<file path="config.mk">
export PLATFORM = sky130hd
export DESIGN_NAME = kv_log_record_deframer_top
export DESIGN_NICKNAME = d
export VERILOG_FILES = /design/src/rtl/kvd_pkg.sv /design/src/rtl/kvd_crc_byte.sv /design/src/rtl/kvd_parser.sv /design/src/rtl/kv_log_record_deframer_top.sv
export SDC_FILE = /design/constraint.sdc
export NUM_CORES = 1
export LEC_CHECK = 0
export BUFFER_PORTS_ARGS = -buffer_cell sky130_fd_sc_hd__buf_2
export CELL_PAD_IN_SITES_DETAIL_PLACEMENT = 1
export CELL_PAD_IN_SITES_GLOBAL_PLACEMENT = 2
export CORE_UTILIZATION = 39
export CTS_BUF_LIST = sky130_fd_sc_hd__clkbuf_4 sky130_fd_sc_hd__clkbuf_8 sky130_fd_sc_hd__clkbuf_16
export CTS_CLUSTER_DIAMETER = 200
export DETAILED_ROUTE_END_ITERATION = 16
export PLACE_DENSITY = 0.78
export RECOVER_POWER = 50
export SYNTH_ARGS = -nofsm -noshare
export SYNTH_HDL_FRONTEND = slang
export SYNTH_SLANG_ARGS = --single-unit
export TNS_END_PERCENT = 100
</file>
<file path="constraint.sdc">
create_clock -name clk -period 4.9 [get_ports clk]
set_clock_uncertainty 0.15 [all_clocks]
set_input_delay 0 -clock clk [delete_from_list [all_inputs] [get_ports clk]]
set_output_delay 0 -clock clk [all_outputs]
set_load 0.02 [all_outputs]
</file>
<file path="src/rtl/kvd_pkg.sv">
package kvd_pkg;

  localparam logic [2:0] ROLE_SUM = 3'd0;
  localparam logic [2:0] ROLE_LEN = 3'd1;
  localparam logic [2:0] ROLE_KEY = 3'd2;
  localparam logic [2:0] ROLE_VAL = 3'd3;
  localparam logic [2:0] ROLE_IGN = 3'd4;

  localparam logic [31:0] CRC_POLY = 32'hEDB8_8320;
  localparam logic [31:0] CRC_INIT = 32'hFFFF_FFFF;

  typedef struct packed {
    logic [7:0] in_byte;
    logic       log_start;
    logic       log_end;
  } in_item_t;

  typedef struct packed {
    logic [7:0] out_byte;
    logic [2:0] byte_role;
    logic       record_done;
    logic       record_good;
    logic       truncated;
  } out_item_t;

endpackage

</file>
<file path="src/rtl/kvd_crc_byte.sv">
module kvd_crc_byte (
  input  logic [31:0] crc,
  input  logic [7:0]  data,
  output logic [31:0] crc_next
);
  import kvd_pkg::*;

  logic [31:0] c;

  always_comb begin
    c = crc ^ {24'd0, data};
    for (int i = 0; i < 8; i++) begin
      c = (c >> 1) ^ (CRC_POLY & {32{c[0]}});
    end
    crc_next = c;
  end

endmodule

</file>
<file path="src/rtl/kvd_parser.sv">
module kvd_parser (
  input  logic              clk,
  input  logic              rst,
  input  logic              fire,
  input  kvd_pkg::in_item_t item,
  output kvd_pkg::out_item_t result
);
  import kvd_pkg::*;

  typedef enum logic [2:0] {
    PH_SUM  = 3'd0,
    PH_KLEN = 3'd1,
    PH_KEY  = 3'd2,
    PH_VLEN = 3'd3,
    PH_VAL  = 3'd4
  } phase_t;

  phase_t      phase, phase_cur, phase_next;
  logic [1:0]  word_idx, word_idx_cur, word_idx_next;
  logic [31:0] bytes_left, bytes_left_cur, bytes_left_next;
  logic [31:0] len_word, len_word_cur, len_word_next;
  logic [31:0] stored_sum, stored_sum_cur, stored_sum_next;
  logic [31:0] crc, crc_cur, crc_next;
  logic        halted, halted_cur, halted_next;

  logic [31:0] crc_upd;
  logic [31:0] put_word;
  logic [31:0] put_sum;
  logic [31:0] dec;
  logic        last;
  logic        done;
  logic        good;
  logic [2:0]  role;

  kvd_crc_byte u_crc (
    .crc      (crc_cur),
    .data     (item.in_byte),
    .crc_next (crc_upd)
  );

  always_comb begin
    if (item.log_start) begin
      phase_cur      = PH_SUM;
      word_idx_cur   = 2'd0;
      bytes_left_cur = 32'd0;
      len_word_cur   = 32'd0;
      stored_sum_cur = 32'd0;
      crc_cur        = CRC_INIT;
      halted_cur     = 1'b0;
    end else begin
      phase_cur      = phase;
      word_idx_cur   = word_idx;
      bytes_left_cur = bytes_left;
      len_word_cur   = len_word;
      stored_sum_cur = stored_sum;
      crc_cur        = crc;
      halted_cur     = halted;
    end
  end

  always_comb begin
    last     = (word_idx_cur == 2'd3);
    dec      = bytes_left_cur - 32'd1;
    put_word = ((word_idx_cur == 2'd0) ? 32'd0 : len_word_cur)
               | ({24'd0, item.in_byte} << {word_idx_cur, 3'b000});
    put_sum  = ((word_idx_cur == 2'd0) ? 32'd0 : stored_sum_cur)
               | ({24'd0, item.in_byte} << {word_idx_cur, 3'b000});

    phase_next      = phase_cur;
    word_idx_next   = word_idx_cur;
    bytes_left_next = bytes_left_cur;
    len_word_next   = len_word_cur;
    stored_sum_next = stored_sum_cur;
    crc_next        = crc_cur;
    halted_next     = halted_cur;
    role            = ROLE_IGN;
    done            = 1'b0;
    good            = 1'b0;

    if (!halted_cur) begin
      unique case (phase_cur)
        PH_SUM: begin
          role            = ROLE_SUM;
          stored_sum_next = put_sum;
          if (last) begin
            phase_next = PH_KLEN;
          end
        end
        PH_KLEN: begin
          role          = ROLE_LEN;
          crc_next      = crc_upd;
          len_word_next = put_word;
          if (last) begin
            bytes_left_next = put_word;
            phase_next      = (put_word == 32'd0) ? PH_VLEN : PH_KEY;
          end
        end
        PH_KEY: begin
          role            = ROLE_KEY;
          crc_next        = crc_upd;
          bytes_left_next = dec;
          if (dec == 32'd0) begin
            phase_next = PH_VLEN;
          end
        end
        PH_VLEN: begin
          role          = ROLE_LEN;
          crc_next      = crc_upd;
          len_word_next = put_word;
          if (last) begin
            bytes_left_next = put_word;
            if (put_word == 32'd0) begin
              done = 1'b1;
            end else begin
              phase_next = PH_VAL;
            end
          end
        end
        PH_VAL: begin
          role            = ROLE_VAL;
          crc_next        = crc_upd;
          bytes_left_next = dec;
          if (dec == 32'd0) begin
            done = 1'b1;
          end
        end
        default: begin
          phase_next    = PH_SUM;
          word_idx_next = 2'd0;
        end
      endcase

      if (role == ROLE_SUM || role == ROLE_LEN) begin
        word_idx_next = word_idx_cur + 2'd1;
      end

      if (done) begin
        good          = ((crc_next ^ CRC_INIT) == stored_sum_cur);
        crc_next      = CRC_INIT;
        phase_next    = PH_SUM;
        word_idx_next = 2'd0;
        if (!good) begin
          halted_next = 1'b1;
        end
      end
    end

    if (item.log_end) begin
      halted_next = 1'b1;
    end

    result.out_byte    = item.in_byte;
    result.byte_role   = role;
    result.record_done = done;
    result.record_good = done && good;
    result.truncated   = item.log_end && !halted_cur && !done;
  end

  always_ff @(posedge clk) begin
    if (rst) begin
      phase      <= PH_SUM;
      word_idx   <= 2'd0;
      bytes_left <= 32'd0;
      len_word   <= 32'd0;
      stored_sum <= 32'd0;
      crc        <= CRC_INIT;
      halted     <= 1'b0;
    end else if (fire) begin
      phase      <= phase_next;
      word_idx   <= word_idx_next;
      bytes_left <= bytes_left_next;
      len_word   <= len_word_next;
      stored_sum <= stored_sum_next;
      crc        <= crc_next;
      halted     <= halted_next;
    end
  end

endmodule

</file>
<file path="src/rtl/kv_log_record_deframer_top.sv">
// Log record deframer: takes one log byte per transaction and returns one
// tagged byte per transaction, with record_done/record_good on the byte that
// ends a record and truncated on a log_end byte inside an unfinished record.
// A byte passes through an input register and then a result register, and
// out_stall can hold it in the input register; one byte is taken every
// cycle as long as out_stall stays low, the per-byte CRC-32 update and length
// countdown both being combinational between the two registers.
module kv_log_record_deframer_top (
  input  logic               clk,
  input  logic               rst,
  input  logic               in_valid,
  output logic               in_stall,
  input  kvd_pkg::in_item_t  in_data,
  output logic               out_valid,
  input  logic               out_stall,
  output kvd_pkg::out_item_t out_data
);
  import kvd_pkg::*;

  in_item_t  s1_data;
  logic      s1_valid;
  out_item_t result;
  logic      out_ready;
  logic      accept;
  logic      fire;

  assign out_ready = !out_valid || !out_stall;
  assign fire      = s1_valid && out_ready;
  assign in_stall  = s1_valid && !out_ready;
  assign accept    = in_valid && !in_stall;

  kvd_parser u_parser (
    .clk    (clk),
    .rst    (rst),
    .fire   (fire),
    .item   (s1_data),
    .result (result)
  );

  always_ff @(posedge clk) begin
    if (rst) begin
      s1_valid  <= 1'b0;
      out_valid <= 1'b0;
    end else begin
      if (accept) begin
        s1_valid <= 1'b1;
      end else if (fire) begin
        s1_valid <= 1'b0;
      end
      if (fire) begin
        out_valid <= 1'b1;
      end else if (!out_stall) begin
        out_valid <= 1'b0;
      end
    end
  end

  always_ff @(posedge clk) begin
    if (accept) begin
      s1_data <= in_data;
    end
    if (fire) begin
      out_data <= result;
    end
  end

  a_reset_empty: assert property (@(posedge clk) rst |=> !out_valid && !s1_valid)
    else $error("pipeline not empty after reset");

  a_good_needs_done: assert property (@(posedge clk) disable iff (rst)
    out_valid |-> (!out_data.record_good || out_data.record_done))
    else $error("record_good without record_done");

  a_done_role: assert property (@(posedge clk) disable iff (rst)
    out_valid && out_data.record_done |->
      (out_data.byte_role == ROLE_LEN || out_data.byte_role == ROLE_VAL))
    else $error("record_done on a byte that cannot end a record");

  a_ignored_quiet: assert property (@(posedge clk) disable iff (rst)
    out_valid && out_data.byte_role == ROLE_IGN |->
      !out_data.record_done && !out_data.truncated)
    else $error("flags raised on an ignored byte");

endmodule

</file>
==> results.md, run 1 <==
- CTS Root Cell: clkbuf_16
- CTS tree: built
- Final #Nets: 1,398
- I/O pin total: 30
- Inserted Clock Buffers: 17
- Detailed Route WL: 45,600 um
- Post-synth EDFFs: 24
- Setup TNS: 0 ns
- Vias: 11.0k
- CP cell instances: nand2_1, nand2_1, clkbuf_1, inv_1, nand2_1, clkbuf_1, a21oi_1, a22oi_1, nor2_1
- Max Cap Viol: 2
- Worst EP arrival: 4.66 ns
- Worst slew margin: -33.0%
- Most common cell in the netlist: nor2_1
- Worst slew pin tran: 1.99 ns
- Status: finished, violations left
- Min Clock Period, post-route: 4.55 ns
- Post-Place Cells: 1,723
- Pins Over Slew Limit: 56
- Critical Path Max Stage Delay: 1.02 ns
- # rows: 61
- Adder-cell share of the synthesized area: 0.454%
- Port bufs: 29
- Post-Synth XOR/XNOR Area: 13.1%
- Vias per Instance: 6.21
- Sequential Area: 3440 sq um
- Setup Fix Bufs, Post-CTS: 0
- Failing checks: max-capacitance violations, max-slew violations
- Mux cell area share after synthesis: 0.943%
- Dpl hpwl: 32,900 um
- Worst Setup End Kind: register
- Sequential share of the synthesized area: 31.3%
- Dominant cell type by area after synthesis: dfxtp_1
- # DRC: 0
- Asr flop ratio synth: 0%
- Setup Viol. Count Final: 0
- Setup crit start kind: register
- Crit share post-route: 92.9%
- Net Switching: 1.11 mW
- Worst hold path type: input port to register
- Area occupied by multi-input gates: 7110 sq um
- Synth Area in Compound Gates: 24.5%
- Post-synthesis simple-gate area fraction: 25.3%
- Clock Path Buffers: 2
- Filler instances: 3,384
- Pint: 2.27 mW
- Top cells by area, synth: dfxtp_1 (25%), nor2_1 (7.1%), edfxtp_1 (6.5%)
- Layout Area Growth over Synthesis: 12.8%
- Worst Path Required: 5.01 ns
- Unrepaired setup endpoints after global routing: no
- Drt wl/cell: 25.7 um
- CORE AREA: 27,800 sq um
- Grt ovf: 0
- Critical path peak fanout: 18
- Main combinational cell family by area after synthesis: simple AND/OR/NAND/NOR gates
- F_max: 220 MHz
- Post-cts resize count: 0
- Part of the power in combinational logic: 17.6%
- Final Core Density: 44.7%
- Max stage delay cell, worst path: clkbuf_1
- Peak VDD IR: 0.000253 V
- Initial antenna violation count: 0
- Die Wd: 170 um
- Final ANT Viol Nets: 0
- Share of the synthesized area in the top cell type: 24.7%
- Flop pwr share: 41.2%
- H-tree levels: 4
- CTS Sinks: 160
- Syn Nets: 1,377
- Final Cell Area: 12,400 sq um
- Die area: 28,900 sq um
- First-pass GRT wire length: 69,300 um
- Die Ht: 170 um
- Flops & latches, synth: 160
- Starting Density: 39.6%
- Gp weighted congestion: 0.963
- Synth Instances: 1,359
- Syn avg cell area: 8.10 sq um
- Placed cell areas: 11,700 sq um
- Vias in the first global route: 11.1k
- Gr usage total: 32.4%
- Kind of critical path: register to register
- CTS clk-pin slew, worst paths: 0.08 ns
- Crit path max-delay family: buffers and inverters
- P_leak: 4.55 nW
- WP buf/inv: 3
- Diode count: 0
- Number of synthesis warnings: 0
- Sw frac: 32.8%
- DRT iter0 DRCs: 976
- Ys flop type: dfxtp_1
- Clk Latency, worst-skew pair: 0.46 ns
- Final Non-Filler Cells: 1,771
- Share of layout cells above drive strength 1: 9.69%
- Part of the power in the clock network: 41.2%
- Synthesized area: 11,000 sq um
- Cell mode on critical path: nand2_1
- Final Hold Fails: 0
- PwrDens: 272 nW/um^2
- Largest net degree at the start of global routing: 73
- First drt pass iteration count: 5
- Synth unique cells: 88
- List of most frequent post-synthesis cells: nor2_1 (208), dfxtp_1 (136), a21oi_1 (110), a22oi_1 (86), clkbuf_1 (84)
path summary, 6_finish.rpt:
path / from / end / slack (ns) / cells after the start
hold / removal: in_data[8] / s1_data[8] / 0.10 / 2
hold reg to reg: u_parser.len_word[15] / u_parser.len_word[15] / 0.35 / 2
setup / recovery: out_valid / u_parser.stored_sum[2] / 0.35 / 9
setup reg to reg: out_valid / u_parser.stored_sum[2] / 0.35 / 9
kinds of logic (layout without fill, tap and decap cells):
| logic type | after synthesis | after routing |
|---|---|---|
| mux | 10 | 10 |
| buf+inv | 124 | 158 |
| simple gates | 537 | 537 |
| fa+ha+maj | 4 | 4 |
| xor+xnor | 121 | 121 |
| compound gates | 403 | 403 |
| flops | 160 | 160 |
state kept, by name (all words and copies together) (netlist names):
name                 count
u_parser.stored_sum     32
u_parser.len_word       32
u_parser.bytes_left     32
out_data                14
s1_data                 10
out_valid                1
u_parser.phase           3
u_parser.word_idx        2
u_parser.crc            32
u_parser.halted          1
s1_valid                 1
power groups by stage:
stage	Combinational [mW]	Sequential [mW]	Clock, mW
after floorplan	0.405	1.40	0
after global placement	0.576	1.42	0
after detailed placement	0.580	1.42	0
after CTS	0.593	1.39	1.40
after global routing	0.638	1.39	1.46
final	0.595	1.39	1.39
metrics by stage:
step	hold slack (ns)	power, mW	worst slack, ns
finish	0.101	3.38	0.346
CTS	0.0971	3.39	0.534
global route	0.101	3.49	0.109
detailed placement	0.0301	2.00	0.511
floorplan	-0.0511	1.81	0.559
global placement	0.0274	1.99	0.701
layout by cell type (no fill, tap or decap), types with 28 or more instances in the layout:
cell and instances:
a21oi_1 110, a22oi_1 86, buf_4 56, dfxtp_1 136
nand2_1 62, nand2b_1 33, nand3_1 32, nor2_1 206
nor3_1 28, o21ai_0 52, xnor2_1 65, xor2_1 28
repair_timing:
action	in CTS	in global routing
setup endpoints to repair	0	0
hold buffers	16	0
endpoints found under the hold margin	41	0
routing by layer:
layer,wire length (um),vias up,GRT usage [%]
li1,-,5044,-
met3,2030,141,4.72
met4,2920,0,20.5
met2,22200,342,55.6
met1,18500,5466,37.7
met5,0,-,0
final cells by class:
| cell class | count | share of cell area [%] |
|---|---|---|
| multi-input cells | 1075 | 57.2 |
| flip-flops and latches | 160 | 27.7 |
| repair buffers | 111 | 6.09 |
| well taps | 378 | 3.81 |
| clock buffers | 17 | 3.42 |
| clock inverters | 15 | 1.31 |
| inverters | 15 | 0.453 |
No activity file was read; power rests on OpenSTA's default activity.
==> inputs of run 2 (changes only) <==
--- a/config.mk
+++ b/config.mk
@@ -5,13 +5,13 @@
 export SDC_FILE = /design/constraint.sdc
 export NUM_CORES = 1
 export LEC_CHECK = 0
-export BUFFER_PORTS_ARGS = -buffer_cell sky130_fd_sc_hd__buf_2
 export CELL_PAD_IN_SITES_DETAIL_PLACEMENT = 1
 export CELL_PAD_IN_SITES_GLOBAL_PLACEMENT = 2
-export CORE_UTILIZATION = 39
+export CORE_UTILIZATION = 40
 export CTS_BUF_LIST = sky130_fd_sc_hd__clkbuf_4 sky130_fd_sc_hd__clkbuf_8 sky130_fd_sc_hd__clkbuf_16
 export CTS_CLUSTER_DIAMETER = 200
 export DETAILED_ROUTE_END_ITERATION = 16
+export DONT_BUFFER_PORTS = 1
 export PLACE_DENSITY = 0.78
 export RECOVER_POWER = 50
 export SYNTH_ARGS = -nofsm -noshare
==> results.md, run 2 (synthesis gave the netlist of run 1 again) <==
- Status: finished, violations left
- Failing checks: max-capacitance violations, max-slew violations
- Setup Fix Bufs, Post-CTS: 0
- Most common library cell in the layout ignoring fill and taps: nor2_1
- Drt wl/cell: 27.4 um
- Worst slew margin: -7.69%
- Inserted Clock Buffers: 17
- Pins Over Slew Limit: 33
- Die Ht: 168 um
- CTS clk-pin slew, worst paths: 0.07 ns
- Final ANT Viol Nets: 0
- Post-cts resize count: 0
- First-pass GRT wire length: 69,900 um
- Vias: 10.9k
- DP Worst Slack: 0.399 ns
- Setup crit start kind: register
- H-tree levels: 4
- Gr usage total: 33.2%
- Die area: 28,200 sq um
- Clk Latency, worst-skew pair: 0.45 ns
- Largest net degree at the start of global routing: 125
- First drt pass iteration count: 5
- Post-Place Cells: 1,651
- Grt ovf: 0
- CTS Sinks: 160
- CTS tree: built
- Worst Path Required: 5.07 ns
- PwrDens: 275 nW/um^2
- Starting Density: 40.9%
- Unrepaired setup endpoints after global routing: no
- Die Wd: 168 um
- # DRC: 0
- Final Hold Fails: 0
- Initial antenna violation count: 0
- Setup TNS: 0 ns
- P_leak: 4.46 nW
- F_max: 219 MHz
- CORE AREA: 27,000 sq um
- Detailed Route WL: 46,500 um
- CP cell instances: clkinv_1, nand2_1, ha_1, o21ai_1, nor4_1, xor2_1, or4_1, nor4_4, nor3_2, nor3b_4, a21oi_1
- Clock Path Buffers: 2
- Crit path max-delay family: simple AND/OR/NAND/NOR gates
- CTS Root Cell: clkbuf_16
- Share of layout cells above drive strength 1: 8.77%
- Vias in the first global route: 10.9k
- Gp weighted congestion: 0.956
- WP buf/inv: 1
- Critical path peak fanout: 13
- Met1 global-route usage: 39.0%
- Setup Viol. Count Final: 0
- Max stage delay cell, worst path: nor3_2
- Dpl hpwl: 33,100 um
- # rows: 60
- Worst hold path type: input port to register
- Peak VDD IR: 0.000207 V
- Max Cap Viol: 1
- Diode count: 0
- R2r setup slk: 0.32 ns
- Final Non-Filler Cells: 1,698
- M3 GR Usage: 3.48%
- Vias per Instance: 6.44
- I/O pin total: 30
- Final #Nets: 1,362
- Setup ws final: 0.325 ns
- Met2 usage: 57.8%
- GRT busiest layer: met2
- Critical Path Max Stage Delay: 0.80 ns
- Kind of critical path: register to register
- Worst slew pin tran: 1.62 ns
- Commonest cells after routing, fill and taps aside: nor2_1 (206), dfxtp_1 (136), a21oi_1 (110), a22oi_1 (86), xnor2_1 (65)
- Port bufs: 0
- Min Clock Period, post-route: 4.58 ns
- Crit share post-route: 93.4%
- DRT iter0 DRCs: 853
- Worst Setup End Kind: register
- Worst EP arrival: 4.74 ns
- Layout Area Growth over Synthesis: 10.9%
## run 2: routing by layer
layer	vias up	share of wire, %	wire length, um
met3	106	4.1	1890
met4	0	6.3	2920
met1	5503	40	18600
met2	353	50	23100
li1	4968	-	-
met5	-	0	0
## run 2: cell type report
type	count	area [sq um]
clock buffer	17	425
clock inverter	15	163
fill	3218	14700
inverter	15	56.3
multi-input combinational	1075	7100
sequential	160	3440
tap	341	427
timing repair buffer	75	597
## run 2: what timing repair did
| item | 4_1_cts | 5_1_grt |
|---|---|---|
| hold endpoints to repair | 156 | 0 |
| endpoints found under the setup margin | 0 | 0 |
| hold buffers | 15 | 0 |
## run 2: path summary, 6_finish.rpt
check	start	to	depth (start not counted)
setup / recovery	s1_data[1]	u_parser.crc[22]	11
hold / removal	in_data[2]	s1_data[2]	1
setup reg to reg	s1_data[1]	u_parser.crc[22]	11
hold reg to reg	u_parser.len_word[24]	u_parser.len_word[24]	2
## run 2: power breakdown
part / total, mW / internal [mW] / leakage [nW] / switching (mW)
Clock: 1.38 / 0.686 / 0.285 / 0.694
Combinational: 0.586 / 0.223 / 2.84 / 0.364
Sequential: 1.40 / 1.35 / 1.33 / 0.0448
Total: 3.36 / 2.26 / 4.46 / 1.10
## run 2: metrics by stage
| step | area (sq um) | util, % | power, mW | hold slack [ns] |
|---|---|---|---|---|
| 3_3_place_gp | 11500 | 42.7 | 1.97 | -0.0684 |
| 4_1_cts | 12300 | 45.5 | 3.37 | 0.0236 |
| 2_1_floorplan | 11000 | - | 1.81 | -0.0511 |
| 6_report | 12200 | 45.3 | 3.36 | 0.0334 |
| 5_1_grt | 12200 | 45.3 | 3.47 | 0.0283 |
| 3_5_place_dp | 11500 | 42.7 | 1.98 | -0.0660 |
==> inputs of run 3 (changes only) <==
--- a/config.mk
+++ b/config.mk
@@ -7,12 +7,13 @@
 export LEC_CHECK = 0
 export CELL_PAD_IN_SITES_DETAIL_PLACEMENT = 1
 export CELL_PAD_IN_SITES_GLOBAL_PLACEMENT = 2
-export CORE_UTILIZATION = 40
+export CORE_MARGIN = 2
+export CORE_UTILIZATION = 30
 export CTS_BUF_LIST = sky130_fd_sc_hd__clkbuf_4 sky130_fd_sc_hd__clkbuf_8 sky130_fd_sc_hd__clkbuf_16
 export CTS_CLUSTER_DIAMETER = 200
 export DETAILED_ROUTE_END_ITERATION = 16
 export DONT_BUFFER_PORTS = 1
-export PLACE_DENSITY = 0.78
+export PLACE_DENSITY = 0.61
 export RECOVER_POWER = 50
 export SYNTH_ARGS = -nofsm -noshare
 export SYNTH_HDL_FRONTEND = slang
==> results.md, run 3 (synthesis gave the netlist of run 1 again) <==
- Final Hold Fails: 0
- Port bufs: 0
- Commonest cells after routing, fill and taps aside: nor2_1 (206), dfxtp_1 (136), a21oi_1 (110), a22oi_1 (86), xnor2_1 (65)
- Worst hold path type: input port to register
- Post-Place Cells: 1,773
- Part of the power in the clock network: 41.0%
- Kind of critical path: register to register
- Max Cap Viol: 2
- P_leak: 4.42 nW
- Critical path peak fanout: 11
- Dpl hpwl: 35,100 um
- Die area: 38,300 sq um
- Cell count of the worst reg-to-reg path: 9
- Hold buffers post-CTS: 16
- Die Ht: 196 um
- DRT iter0 DRCs: 611
- FF-to-FF End: u_parser.halted
- Vias per Instance: 5.88
- Detailed Route WL: 49,200 um
- Hold endpoint: s1_data[6]
- CORE AREA: 36,300 sq um
- Vias: 10.7k
- First drt pass iteration count: 5
- Worst Path Required: 5.08 ns
- First-pass GRT wire length: 74,300 um
- Final ANT Viol Nets: 0
- Initial antenna violation count: 1
- Grt ovf: 0
- Setup crit start kind: register
- H-tree levels: 4
- Part of the power in combinational logic: 17.7%
- Diode count: 0
- Share of layout cells above drive strength 1: 8.35%
- Placed cell areas: 11,600 sq um
- F_max: 222 MHz
- Largest net degree at the start of global routing: 124
- Worst slew pin tran: 2.84 ns
- Inserted Clock Buffers: 17
- Final Power: 3.39 mW
- I/O pin total: 30
- Status: finished, violations left
- # DRC: 0
- Most common library cell in the layout ignoring fill and taps: nor2_1
- CTS Sinks: 160
- Die Wd: 196 um
- Gp weighted congestion: 0.853
- Pins Over Slew Limit: 155
- Clock Path Buffers: 2
- Setup Fix Bufs, Post-CTS: 0
- Setup Viol. Count Final: 0
- Vias in the first global route: 11.1k
- Final Core Density: 33.9%
- Pint: 2.30 mW
- CTS tree: built
- Failing checks: max-capacitance violations, max-slew violations
- Final #Nets: 1,358
- Peak VDD IR: 0.000247 V
- Min Clock Period, post-route: 4.51 ns
- Worst EP arrival: 4.69 ns
- Worst Setup End Kind: register
- Starting Density: 30.3%
- Setup TNS: 0 ns
- Hold Crit Depth: 1
- Worst slew margin: -89.0%
- Layout Area Growth over Synthesis: 11.8%
- Clk Latency, worst-skew pair: 0.46 ns
- CTS clk-pin slew, worst paths: 0.07 ns
- Final Non-Filler Cells: 1,821
- Origin of the worst min-delay path: in_data[6]
- RR Startpoint: s1_data[4]
- # rows: 70
- Final Cell Area: 12,300 sq um
- Net Switching: 1.09 mW
- Sw frac: 32.1%
- Unrepaired setup endpoints after global routing: no
- Worst Setup SP: s1_data[4]
- CTS Root Cell: clkbuf_16
- Drt wl/cell: 27.0 um
- Post-cts resize count: 0
- Flop pwr share: 41.2%
- R2r setup slk: 0.39 ns
- Gr usage total: 26.2%
- Crit share post-route: 92.0%
- PwrDens: 275 nW/um^2
## run 3: worst max path at each step
| stage | end | slack, ns | cells after the start |
|---|---|---|---|
| finish | u_parser.halted | 0.39 | 9 |
| global route | u_parser.bytes_left[14] | 0.14 | 8 |
| CTS | u_parser.crc[21] | 0.66 | 12 |
| detailed placement | out_data[0] | 0.70 | 10 |
| global placement | u_parser.halted | 0.77 | 10 |
| floorplan | out_data[0] | 0.56 | 17 |
## run 3: critical path, cell delays in order (launching register included)
cell and delay (ns):
edfxtp_1 0.66, clkbuf_1 0.83, xnor2_1 0.35, xnor3_1 0.78, xnor3_1 0.47, o21ai_0 0.28, nor4bb_1 0.34, nand3_1 0.12
o41ai_1 0.28, a21oi_1 0.11
## run 3: through the flow
stage | worst slack (ns) | hold WS (ns)
final | 0.390 | 0.0244
after global routing | 0.138 | 0.0116
after CTS | 0.662 | 0.00698
after detailed placement | 0.702 | -0.0633
after global placement | 0.767 | -0.0678
after floorplan | 0.559 | -0.0511
## run 3: power groups by stage
stage          registers [mW]  clock network, mW  logic [mW]
6_report                 1.40               1.39       0.601
5_1_grt                  1.40               1.48       0.643
4_1_cts                  1.40               1.42       0.607
3_5_place_dp             1.43                  0       0.572
3_3_place_gp             1.43                  0       0.572
2_1_floorplan            1.40                  0       0.405
## run 3: area by class of cell
cell class | instances | area [sq um]
flip-flops and latches | 160 | 3440
clock inverters | 14 | 146
clock buffers | 18 | 433
well taps | 468 | 586
fillers | 4297 | 24000
inverters | 15 | 56.3
repair buffers | 71 | 541
multi-input cells | 1075 | 7110
## run 3: routing by layer
layer  vias to the layer above  global-route usage [%]  part of all wire (%)
met3                        97                    3.59                   2.4
met5                         -                       0                     0
met1                      5445                    31.4                    44
met4                         0                    13.2                   5.2
met2                       205                    45.7                    49
li1                       4960                       -                     -
